[src/rtl/core/efc_pkg.sv]
// ----------------------------------------------------------------------------
// efc_pkg - shared definitions for the elevator controller
// Call layout, command word between front and back, phase and event codes.
// ----------------------------------------------------------------------------
package efc_pkg;

  // Sizing
  localparam int EFC_QUEUE_DEPTH = 128;
  localparam int NUM_FLOORS      = 8;
  localparam logic [8:0] NUM_FLOORS_W = 9'(NUM_FLOORS);

  // Configuration register indexes
  localparam logic [7:0] REG_MOVE_TICKS  = 8'd0;
  localparam logic [7:0] REG_DWELL_TICKS = 8'd1;

  // Car phases
  localparam logic [2:0] PH_IDLE      = 3'd0;
  localparam logic [2:0] PH_TO_ORIGIN = 3'd1;
  localparam logic [2:0] PH_BOARD     = 3'd2;
  localparam logic [2:0] PH_TO_DEST   = 3'd3;
  localparam logic [2:0] PH_ALIGHT    = 3'd4;

  // Result events
  localparam logic [2:0] EV_NONE     = 3'd0;
  localparam logic [2:0] EV_QUEUED   = 3'd1;
  localparam logic [2:0] EV_REJECTED = 3'd2;
  localparam logic [2:0] EV_SERVING  = 3'd3;
  localparam logic [2:0] EV_MOVED    = 3'd4;
  localparam logic [2:0] EV_BOARDED  = 3'd5;
  localparam logic [2:0] EV_ALIGHTED = 3'd6;

  // One stored call
  typedef struct packed {
    logic [15:0] user;
    logic [2:0]  org;
    logic [2:0]  dst;
  } call_t;

  // Classified command word from front to back
  typedef struct packed {
    logic  is_tick;
    logic  range_ok;
    call_t call;
  } cmd_t;

  // Front-to-back channel
  typedef struct packed {
    logic valid;
    cmd_t cmd;
  } cmd_chan_t;

endpackage

[src/rtl/core/efc_ram.sv]
// ----------------------------------------------------------------------------
// efc_ram - generic single-write, single-read RAM
// One write port, one read port with registered read data.
// ----------------------------------------------------------------------------
module efc_ram #(
  parameter int WIDTH = 8,
  parameter int DEPTH = 16
) (
  input  logic                     clk,
  input  logic                     we,
  input  logic [$clog2(DEPTH)-1:0] waddr,
  input  logic [WIDTH-1:0]         wdata,
  input  logic                     re,
  input  logic [$clog2(DEPTH)-1:0] raddr,
  output logic [WIDTH-1:0]         rdata
);

  logic [WIDTH-1:0] mem [DEPTH];

  // Write port
  always_ff @(posedge clk) begin
    if (we) begin
      mem[waddr] <= wdata;
    end
  end

  // Registered read, held between reads
  always_ff @(posedge clk) begin
    if (re) begin
      rdata <= mem[raddr];
    end
  end

endmodule

[src/rtl/core/efc_front.sv]
// ----------------------------------------------------------------------------
// efc_front - input acceptance and classification
// Takes input words, tags ticks and out-of-range calls, and buffers them
// in a two-entry command queue for the back end.
// ----------------------------------------------------------------------------
module efc_front (
  input  logic             clk,
  input  logic             rst,
  input  logic             in_valid,
  output logic             in_stall,
  input  logic             mode,
  input  logic [15:0]      user_id,
  input  logic [2:0]       origin_floor,
  input  logic [2:0]       dest_floor,
  output efc_pkg::cmd_chan_t cmd_chan,
  input  logic             cmd_take
);
  import efc_pkg::*;

  cmd_t       q [2];
  logic       wr_sel;
  logic       rd_sel;
  logic [1:0] count;
  logic       push;
  cmd_t       cmd_in;

  // Classify the incoming word
  always_comb begin
    cmd_in.is_tick  = mode;
    cmd_in.range_ok = ({6'd0, origin_floor} < NUM_FLOORS_W) &&
                      ({6'd0, dest_floor} < NUM_FLOORS_W);
    cmd_in.call     = '{user: user_id, org: origin_floor, dst: dest_floor};
  end

  assign in_stall = (count == 2'd2);
  assign push     = in_valid && !in_stall;

  // Queue storage
  always_ff @(posedge clk) begin
    if (push) begin
      q[wr_sel] <= cmd_in;
    end
  end

  // Queue pointers and fill
  always_ff @(posedge clk) begin
    if (rst) begin
      wr_sel <= 1'b0;
      rd_sel <= 1'b0;
      count  <= 2'd0;
    end else begin
      if (push) wr_sel <= ~wr_sel;
      if (cmd_take) rd_sel <= ~rd_sel;
      count <= count + {1'b0, push} - {1'b0, cmd_take};
    end
  end

  assign cmd_chan.valid = (count != 2'd0);
  assign cmd_chan.cmd   = q[rd_sel];

endmodule

[src/rtl/core/efc_back.sv]
// ----------------------------------------------------------------------------
// efc_back - call FIFO and car sequencer
// Executes one command a cycle while the result register is free: pushes
// calls, runs car phases on ticks. A pop stalls for the registered RAM read.
// ----------------------------------------------------------------------------
module efc_back #(
  parameter int QUEUE_DEPTH = efc_pkg::EFC_QUEUE_DEPTH
) (
  input  logic               clk,
  input  logic               rst,
  input  efc_pkg::cmd_chan_t cmd_chan,
  output logic               cmd_take,
  input  logic               cfg_we,
  input  logic [7:0]         cfg_index,
  input  logic [7:0]         cfg_data,
  output logic               out_valid,
  input  logic               out_stall,
  output logic [2:0]         event_res,
  output logic [2:0]         floor,
  output logic [15:0]        served_user,
  output logic [2:0]         served_origin,
  output logic [2:0]         served_dest,
  output logic [7:0]         queue_count
);
  import efc_pkg::*;

  localparam int AW = $clog2(QUEUE_DEPTH);
  localparam int CW = $clog2(QUEUE_DEPTH + 1);
  localparam logic [AW-1:0] PTR_LAST = AW'(QUEUE_DEPTH - 1);
  localparam logic [CW-1:0] FILL_FULL = CW'(QUEUE_DEPTH);

  // Sequencer states
  localparam logic ST_RUN = 1'b0;
  localparam logic ST_POP = 1'b1;

  logic          bstate, bstate_next;
  logic [AW-1:0] rd_ptr, rd_ptr_next;
  logic [AW-1:0] wr_ptr, wr_ptr_next;
  logic [CW-1:0] fill, fill_next;
  logic [2:0]    car_floor, car_floor_next;
  logic [2:0]    phase, phase_next;
  call_t         active_call, active_call_next;
  logic [7:0]    wait_count, wait_count_next;
  logic [7:0]    move_ticks, dwell_ticks;

  logic          out_free;
  logic          emit;
  logic [2:0]    ev;
  call_t         ev_call;
  logic          ram_we, ram_re;
  call_t         ram_rdata;
  logic [7:0]    wait_inc;
  logic [2:0]    target;
  logic [CW+7:0] fill_ext;
  cmd_t          cmd;

  assign cmd      = cmd_chan.cmd;
  assign out_free = !out_valid || !out_stall;
  assign wait_inc = wait_count + 8'd1;
  assign target   = (phase == PH_TO_ORIGIN) ? active_call.org : active_call.dst;

  // Call store
  efc_ram #(
    .WIDTH ($bits(call_t)),
    .DEPTH (QUEUE_DEPTH)
  ) u_store (
    .clk   (clk),
    .we    (ram_we),
    .waddr (wr_ptr),
    .wdata (cmd.call),
    .re    (ram_re),
    .raddr (rd_ptr),
    .rdata (ram_rdata)
  );

  // Command execution
  always_comb begin
    bstate_next      = bstate;
    rd_ptr_next      = rd_ptr;
    wr_ptr_next      = wr_ptr;
    fill_next        = fill;
    car_floor_next   = car_floor;
    phase_next       = phase;
    active_call_next = active_call;
    wait_count_next  = wait_count;
    emit             = 1'b0;
    ev               = EV_NONE;
    ev_call          = active_call;
    ram_we           = 1'b0;
    ram_re           = 1'b0;
    cmd_take         = 1'b0;

    if (bstate == ST_POP) begin
      // popped call arrives from the store
      if (out_free) begin
        active_call_next = ram_rdata;
        ev_call          = ram_rdata;
        ev               = EV_SERVING;
        emit             = 1'b1;
        bstate_next      = ST_RUN;
      end
    end else if (cmd_chan.valid && out_free) begin
      cmd_take = 1'b1;
      emit     = 1'b1;
      if (!cmd.is_tick) begin
        // call: push or reject
        ev_call = cmd.call;
        if (fill == FILL_FULL || !cmd.range_ok) begin
          ev = EV_REJECTED;
        end else begin
          ram_we      = 1'b1;
          wr_ptr_next = (wr_ptr == PTR_LAST) ? '0 : wr_ptr + AW'(1);
          fill_next   = fill + CW'(1);
          ev          = EV_QUEUED;
        end
      end else begin
        unique case (phase) inside
          PH_IDLE: begin
            if (fill != '0) begin
              ram_re          = 1'b1;
              rd_ptr_next     = (rd_ptr == PTR_LAST) ? '0 : rd_ptr + AW'(1);
              fill_next       = fill - CW'(1);
              phase_next      = PH_TO_ORIGIN;
              wait_count_next = 8'd0;
              emit            = 1'b0;
              bstate_next     = ST_POP;
            end
          end
          PH_TO_ORIGIN, PH_TO_DEST: begin
            if (car_floor == target) begin
              phase_next      = (phase == PH_TO_ORIGIN) ? PH_BOARD : PH_ALIGHT;
              wait_count_next = 8'd0;
              ev              = (phase == PH_TO_ORIGIN) ? EV_BOARDED : EV_ALIGHTED;
            end else if (wait_inc >= move_ticks || move_ticks == 8'd0) begin
              wait_count_next = 8'd0;
              car_floor_next  = (car_floor < target) ? car_floor + 3'd1
                                                     : car_floor - 3'd1;
              ev              = EV_MOVED;
            end else begin
              wait_count_next = wait_inc;
            end
          end
          PH_BOARD, PH_ALIGHT: begin
            if (wait_inc >= dwell_ticks || dwell_ticks == 8'd0) begin
              wait_count_next = 8'd0;
              phase_next      = (phase == PH_BOARD) ? PH_TO_DEST : PH_IDLE;
            end else begin
              wait_count_next = wait_inc;
            end
          end
          default: begin
            phase_next      = PH_IDLE;
            wait_count_next = 8'd0;
          end
        endcase
      end
    end
  end

  // Sequencer and queue state
  always_ff @(posedge clk) begin
    if (rst) begin
      bstate      <= ST_RUN;
      rd_ptr      <= '0;
      wr_ptr      <= '0;
      fill        <= '0;
      car_floor   <= 3'd0;
      phase       <= PH_IDLE;
      active_call <= '0;
      wait_count  <= 8'd0;
    end else begin
      bstate      <= bstate_next;
      rd_ptr      <= rd_ptr_next;
      wr_ptr      <= wr_ptr_next;
      fill        <= fill_next;
      car_floor   <= car_floor_next;
      phase       <= phase_next;
      active_call <= active_call_next;
      wait_count  <= wait_count_next;
    end
  end

  // Configuration registers
  always_ff @(posedge clk) begin
    if (rst) begin
      move_ticks  <= 8'd1;
      dwell_ticks <= 8'd2;
    end else if (cfg_we) begin
      unique case (cfg_index)
        REG_MOVE_TICKS:  move_ticks  <= cfg_data;
        REG_DWELL_TICKS: dwell_ticks <= cfg_data;
        default: ;
      endcase
    end
  end

  // Result register
  assign fill_ext = {8'd0, fill_next};

  always_ff @(posedge clk) begin
    if (rst) begin
      out_valid <= 1'b0;
    end else if (emit) begin
      out_valid <= 1'b1;
    end else if (!out_stall) begin
      out_valid <= 1'b0;
    end
  end

  always_ff @(posedge clk) begin
    if (emit) begin
      event_res     <= ev;
      floor         <= car_floor_next;
      served_user   <= ev_call.user;
      served_origin <= ev_call.org;
      served_dest   <= ev_call.dst;
      queue_count   <= fill_ext[7:0];
    end
  end

endmodule

[src/rtl/core/fifo_elevator_controller.sv]
// ----------------------------------------------------------------------------
// fifo_elevator_controller - single car serving calls in arrival order
// Call words are queued in a RAM FIFO; tick words advance the car.
// ----------------------------------------------------------------------------
// Every input word yields one result word. The back end executes one word per
// cycle while the result side does not stall, so calls and most ticks sustain
// one word per clock, passing through the command queue and the result
// register. A tick that takes a new call from an idle car holds the back end
// for the registered read of the call store RAM. The call store holds
// QUEUE_DEPTH calls and needs no clearing after reset; a full store rejects further calls.
module fifo_elevator_controller #(
  parameter int QUEUE_DEPTH = efc_pkg::EFC_QUEUE_DEPTH
) (
  input  logic        clk,
  input  logic        rst,
  // input words
  input  logic        in_valid,
  output logic        in_stall,
  input  logic        mode,
  input  logic [15:0] user_id,
  input  logic [2:0]  origin_floor,
  input  logic [2:0]  dest_floor,
  // result words
  output logic        out_valid,
  input  logic        out_stall,
  output logic [2:0]  event_res,
  output logic [2:0]  floor,
  output logic [15:0] served_user,
  output logic [2:0]  served_origin,
  output logic [2:0]  served_dest,
  output logic [7:0]  queue_count,
  // configuration writes
  input  logic        cfg_valid,
  output logic        cfg_ready,
  input  logic [7:0]  cfg_index,
  input  logic [7:0]  cfg_data
);
  import efc_pkg::*;

  cmd_chan_t cmd_chan;
  logic      cmd_take;

  assign cfg_ready = 1'b1;

  // Acceptance and classification
  efc_front u_front (
    .clk          (clk),
    .rst          (rst),
    .in_valid     (in_valid),
    .in_stall     (in_stall),
    .mode         (mode),
    .user_id      (user_id),
    .origin_floor (origin_floor),
    .dest_floor   (dest_floor),
    .cmd_chan     (cmd_chan),
    .cmd_take     (cmd_take)
  );

  // FIFO and car sequencer
  efc_back #(
    .QUEUE_DEPTH (QUEUE_DEPTH)
  ) u_back (
    .clk           (clk),
    .rst           (rst),
    .cmd_chan      (cmd_chan),
    .cmd_take      (cmd_take),
    .cfg_we        (cfg_valid && cfg_ready),
    .cfg_index     (cfg_index),
    .cfg_data      (cfg_data),
    .out_valid     (out_valid),
    .out_stall     (out_stall),
    .event_res     (event_res),
    .floor         (floor),
    .served_user   (served_user),
    .served_origin (served_origin),
    .served_dest   (served_dest),
    .queue_count   (queue_count)
  );

endmodule

[config.mk]
export PLATFORM = sky130hd
export DESIGN_NAME = fifo_elevator_controller
export DESIGN_NICKNAME = d
export VERILOG_FILES = /design/src/rtl/core/efc_pkg.sv /design/src/rtl/core/efc_ram.sv /design/src/rtl/core/efc_front.sv /design/src/rtl/core/efc_back.sv /design/src/rtl/core/fifo_elevator_controller.sv
export SDC_FILE = /design/constraint.sdc
export NUM_CORES = 2
export LEC_CHECK = 0
export ABC_CLOCK_PERIOD_IN_PS = 7700
export BUFFER_PORTS_ARGS = -buffer_cell sky130_fd_sc_hd__buf_4
export CAP_MARGIN = 20
export CORE_MARGIN = 5
export CORE_UTILIZATION = 50
export CTS_CLUSTER_DIAMETER = 100
export CTS_CLUSTER_SIZE = 8
export DETAILED_ROUTE_END_ITERATION = 16
export GPL_ROUTABILITY_DRIVEN = 0
export GPL_TIMING_DRIVEN = 0
export PLACE_DENSITY = 0.65
export SKIP_LAST_GASP = 1
export SLEW_MARGIN = 10
export SYNTH_ARGS = -nofsm -noshare
export SYNTH_HDL_FRONTEND = slang
export SYNTH_SLANG_ARGS = --single-unit
[constraint.sdc]
create_clock -name clk -period 7.7 [get_ports clk]
set_input_delay 0.77 -clock clk [delete_from_list [all_inputs] [get_ports clk]]
set_output_delay 0.77 -clock clk [all_outputs]
set_load 0.1 [all_outputs]
# After elaboration in Yosys (flattened, before gate mapping)
# Memories as Yosys holds them, arrays and structs flattened. A register that Yosys moved wholly into a read port is not among the register bits.
# Index checks and enable logic that the tools add are counted.
# W data, S select, Z words.
# totals
reg_bits	116
mem_bits_rw	2862
input_bits	44
out_inout_bits	39
memories	2
# memory_table
memory	depth	word_bits	read_ports	rd_ports_with_merged_regs	wr	line_no	rtl
u_back.u_store.mem	128	22	1	1	1	efc_ram.sv:18	logic [WIDTH-1:0] mem [DEPTH];
u_front.q	2	23	1	1	1	efc_front.sv:20	cmd_t q [2];
# op_classes
add_sub_neg	9
n_lt_le_gt_ge	3
eq_ne	14
mux	67
bitwise_logic	5
reduce_logical	24
# op_table
operator	n
$mux W22	4
$mux W8	10
$mux W3	18
$mux W1	27
$logic_not A8 Y1	3
$pmux W8 S3	1
$add A8 B1 Y8 const B	2
$ge A8 B8 Y1	2
$add A7 B1 Y7 const B	2
$eq A7 B7 Y1 const B	2
$mux W7	2
$pmux W3 S3	1
$eq A8 B1 Y1 const B	1
$eq A8 B8 Y1 const B	1
$mux W2	4
$reduce_and A4 Y1	2
$reduce_bool A8 Y1	1
$sub A8 B1 Y8 const B	1
$eq A3 B2 Y1 const B	2
$ne A2 B1 Y1 const B	3
$reduce_and A6 Y1	1
$not A1 Y1	5
$reduce_and A5 Y1	1
$logic_or A1 B1 Y1	4
other kinds (17)	22

# Depth between registers and ports, before layout
# logic_depth
word_depth	10
ltp_mapped	12

# Modules after synthesis
# A second synthesis with hierarchy kept.
# unflattened
hier_cells	4912
hier_area_um2	115672.2
# modules_own_cells
mod	instances	cells_each	area_per_inst_um2	seq_area_each_um2
efc_ram	1	4175	107883.5	85221.7
efc_back	1	637	5884.4	2602.5
efc_front	1	98	1893.1	1481.4
fifo_elevator_controller	1	2	11.3	0.0

# Worst setup path after synthesis
# Ideal clock, no wire load.
# synth_path
path_type	reg2reg
startpoint	register u_back.out_valid
endpoint	memory u_back.u_store.mem[115][0] in the netlist's numbering (enable)
setup_ns	0.401
t_arrival_ns	3.085
required_time_ns	7.299
setup_slack_ns	4.214
path_stages_with_launch	8
period_less_slack_ns	3.486
path_cell_list	dfxtp_1 > a2bb2oi_2 > nand2_1 > inv_2 > nand2_2 > nor3b_1 > nand3_1 > nor2_1
# synth_via
elab_chain_len	7
# synth_rtl
element	line_no	rtl
start, declared	efc_back.sv:16	output logic out_valid,
start signal, assigned	efc_back.sv:202	out_valid <= 1'b0;
start signal, assigned	efc_back.sv:204	out_valid <= 1'b1;
start signal, assigned	efc_back.sv:206	out_valid <= 1'b0;
$logic_not A1 Y1	efc_back.sv:58	assign out_free = !out_valid || !out_stall;
$logic_or A1 B1 Y1	efc_back.sv:58	
$logic_and A1 B1 Y1	efc_back.sv:102	end else if (cmd_chan.valid && out_free) begin
$mux W1	efc_back.sv:102	
$mux W1	efc_back.sv:93	if (bstate == ST_POP) begin
$mux W1	efc_ram.sv:22	if (we) begin
$mux W1 (implied by the code)	efc_ram.sv:23	mem[waddr] <= wdata;
end, declared	efc_ram.sv:18	
# Every way passes these cells.

==> results.md <==
* Commonest non-fill, non-tap cell in the layout: edfxtp_1
* CTS Buf Count at 425
* Crit path kind: flip-flop to flip-flop
* Total GRT Usage at 0.334
* Post-synthesis register bit count at approximately 3000
* Final period utilization at 0.725
* Final nets at 6536
* Async S/R FF share, synth at 0
* Place WS at 2.63 ns
* Synth Warn # at 0
* Root Driver: clkbuf_16
* CP Capture Type: flip-flop
* Setup crit start kind: flip-flop
* Routed length per instance at 42.5 um
* Maximum VDD drop at approximately 0.49 mV
* Status: completed
* Clk Latency, worst-skew pair at a little over 1 ns
* Final setup viols at 0
* Post-Layout Inst Area at roughly 140000 sq um
* Final ANT Viol Nets at 0
* Worst hold path class: input port to flip-flop
* Actual slew at the worst max-slew pin at approximately 1.4 ns
* Hold Slack at just over 0.05 ns
* Worst-path fanout max at 10
* Fin crit period at between 5 and 6 ns
* P per Cell Area at 345 nW/um^2
* Worst EP arrival at 6.36 ns
* Leak pwr at approximately 43 nW
* Max Clk Rate at 179 MHz
* Fin. Hold Viols at 0
* Post-synth EDFFs at about 2900
* RSZ-0062 raised after global routing: no
* Max-slew violations at 0
* Post-cts resize count at 0
* Most frequent cells in the layout: edfxtp_1, mux4_2, mux2i_1, clkbuf_16, clkbuf_1
* Fraction of layout cells with a size suffix above 1 at 0.248
* Via density at roughly 7
* Setup Skew at 0.0725 ns
* Slowest CP cell: a211oi_2
* DP Area at 126000 sq um
* Number of remaining DRC errors at 0
* Die width at 492 um
* CTS tree: done
* Cells after synthesis at ~5700
* Core area at approximately 230000 sq um
* Number of DRC markers in iteration 0 at 12293
* Crit path cell chain: buf_2, buf_2, clkinv_1, nor2_1, clkbuf_1, a22oi_1, a211oi_2, o32a_1
* Row cnt at around 180
* CTS H-tree lvls at 5
* Grt total ovfl at 0
* Die height at just under 500 um
* Non-Filler Instances at slightly below 10000
* Routed via count at 66917
* Largest net degree at the start of global routing at 130
* Sink Count at between 3000 and 4000
* Top_reg_cell synth: edfxtp_1
* TNS Setup at 0 ns
* Max-Cap Viols at 0
* Slew headroom at 0.0736
* Synthesized area at roughly 120000 sq um
* Clock slew seen by the registers of the worst setup and hold paths at 0.06 ns
* Fill count at roughly 16000
* Top delay family on crit path: compound AO/OA/AOI/OAI gates
* Worst stage delay on the critical path at 1.00 ns
* Syn Nets at about 5800
* Required time of the critical path at ~8.5 ns
* Port bufs at 80
* DR pass1 iterations at 7
* Count of different cell masters after synthesis at 77
* Initial antenna violation count at 35
* Initial Util at 0.501
* Vias in the first global route at between 60000 and 70000
* First-pass GRT wire length at ~550000 um
* Buffers and inverters on the worst path at 4
* Placed cells at between 9000 and 10000
* Die ar. at roughly 240000 sq um
* DP HPWL at ~270000 um
* Longest Clk Path Bufs at 4
* Cell repeated most along the worst path: buf_2
* # IOs at 83
* DRT Wirelength at about 400000 um
* Final setup margin at around 2.1 ns
* Syn Area/Cell at roughly 20 sq um
* Layout overhead on the synthesized area at 18.3%
* Seq/Total Area, Yosys at 0.768
==> routing by layer <==
layer,global-route usage,routed length (um),vias up
li1,-,-,25116
met1,0.424,138000,34508
met2,0.479,175000,6034
met3,0.147,65400,1255
met4,0.196,30300,4
met5,0.00215,22,-
==> layout make-up <==
class,count,area (sq um),share of cell area
antenna,13,32.5,0.000236
buffer,333,1820,0.0132
clock buffer,501,11100,0.0804
clock inverter,8,106,0.000773
inverter,31,116,0.000845
multi-input combinational,2380,26500,0.192
sequential,3001,89300,0.649
tap,3043,3810,0.0277
timing repair buffer,293,4910,0.0356
==> cells in the mapped netlist (7+ instances only) <==
master | n | area share
edfxtp_1 | 2920 | 0.75
mux4_2 | 543 | 0.11
mux2i_1 | 437 | 0.038
nor2_1 | 272 | 0.0088
nand2_1 | 169 | 0.0055
a22oi_1 | 157 | 0.010
clkbuf_1 | 135 | 0.0044
a21oi_1 | 109 | 0.0047
buf_2 | 103 | 0.0044
dfxtp_1 | 81 | 0.014
nand3_1 | 75 | 0.0032
o21ai_0 | 68 | 0.0029
a221oi_1 | 54 | 0.0041
o22ai_1 | 46 | 0.0025
nor3_1 | 42 | 0.0018
buf_6 | 34 | 0.0033
a22o_1 | 33 | 0.0025
a2111oi_0 | 31 | 0.0023
a211oi_1 | 30 | 0.0019
buf_4 | 29 | 0.0019
buf_1 | 28 | 0.00090
mux2_2 | 28 | 0.0027
inv_1 | 27 | 0.00087
o221ai_1 | 27 | 0.0020
ha_1 | 26 | 0.0028
a31oi_1 | 25 | 0.0013
o21bai_1 | 21 | 0.0014
nor2b_1 | 18 | 0.00097
and2_1 | 14 | 0.00075
nand4_1 | 14 | 0.00075
xnor2_1 | 13 | 0.00098
and3_1 | 10 | 0.00054
o211ai_1 | 9 | 0.00058
o21ai_1 | 8 | 0.00034
xor2_1 | 8 | 0.00060
a211o_1 | 7 | 0.00053
nand2b_1 | 7 | 0.00038
nand3b_1 | 7 | 0.00045
o22a_1 | 7 | 0.00053
==> report_power, final <==
| part | switching, mW | internal [mW] |
|---|---|---|
| registers | 0.131 | 20.1 |
| clock network | 6.47 | 9.86 |
| logic | 7.75 | 3.17 |
| total | 14.3 | 33.1 |
==> logic make-up after synthesis <==
kind of cell,after synthesis,share of synthesized area
simple gates,662,0.0256
buf+inv,364,0.0165
mux,1008,0.145
fa+ha+maj,27,0.00297
compound gates,661,0.0402
xor+xnor,21,0.00158
flops,3001,0.768
other cells,1,0.0000322
==> path summary, 6_finish.rpt <==
kind / startpoint / endpoint / slack (ns) / depth (start not counted)
worst max register to register: u_back.rd_ptr[2]$_SDFFE_PP0P_ / u_back.u_store.rdata[11]$_DFFE_PP_ / 2.12 / 8
worst min-delay path: cfg_data[2] / u_back.dwell_ticks[2]$_SDFFE_PP0P_ / 0.05 / 3
worst max-delay path: u_back.rd_ptr[2]$_SDFFE_PP0P_ / u_back.u_store.rdata[11]$_DFFE_PP_ / 2.12 / 8
worst min register to register: u_back.active_call[21]$_SDFFE_PP0P_ / u_back.active_call[21]$_SDFFE_PP0P_ / 0.47 / 2
==> state kept, by name, summed over array words and instances, names as in the netlist, named ones only <==
register              cells
u_back.u_store.mem     2816
u_front.q                46
u_back.active_call       22
u_back.u_store.rdata     22
u_back.served_user       16
u_back.dwell_ticks        8
u_back.fill               8
u_back.move_ticks         8
u_back.queue_count        8
u_back.wait_count         8
u_back.rd_ptr             7
u_back.wr_ptr             7
u_back.car_floor          3
u_back.event_res          3
u_back.floor              3
u_back.phase              3
u_back.served_dest        3
u_back.served_origin      3
u_front.count             2
u_back.bstate             1
u_back.out_valid          1
u_front.rd_sel            1
u_front.wr_sel            1
==> worst min-delay path, delay by kind of cell <==
family / cells / cell delay, ns
AND/OR/NAND/NOR: 1 / 0.08
multiplexers: 1 / 0.05
buffers and inverters: 1 / 0.08
==> per-stage QoR <==
step | power, mW | util
after CTS | 47.1 | 0.592
final | 47.5 | 0.593
after floorplan | 26.3 | -
after global placement | 30.4 | 0.520
after detailed placement | 31.0 | 0.543
after global routing | 48.3 | 0.593
==> repair_timing <==
action,4_1_cts,5_1_grt
hold buffers,25,0
endpoints found under the hold margin,48,0
buffers inserted,0,0
Power figures use the tool's default switching activity.
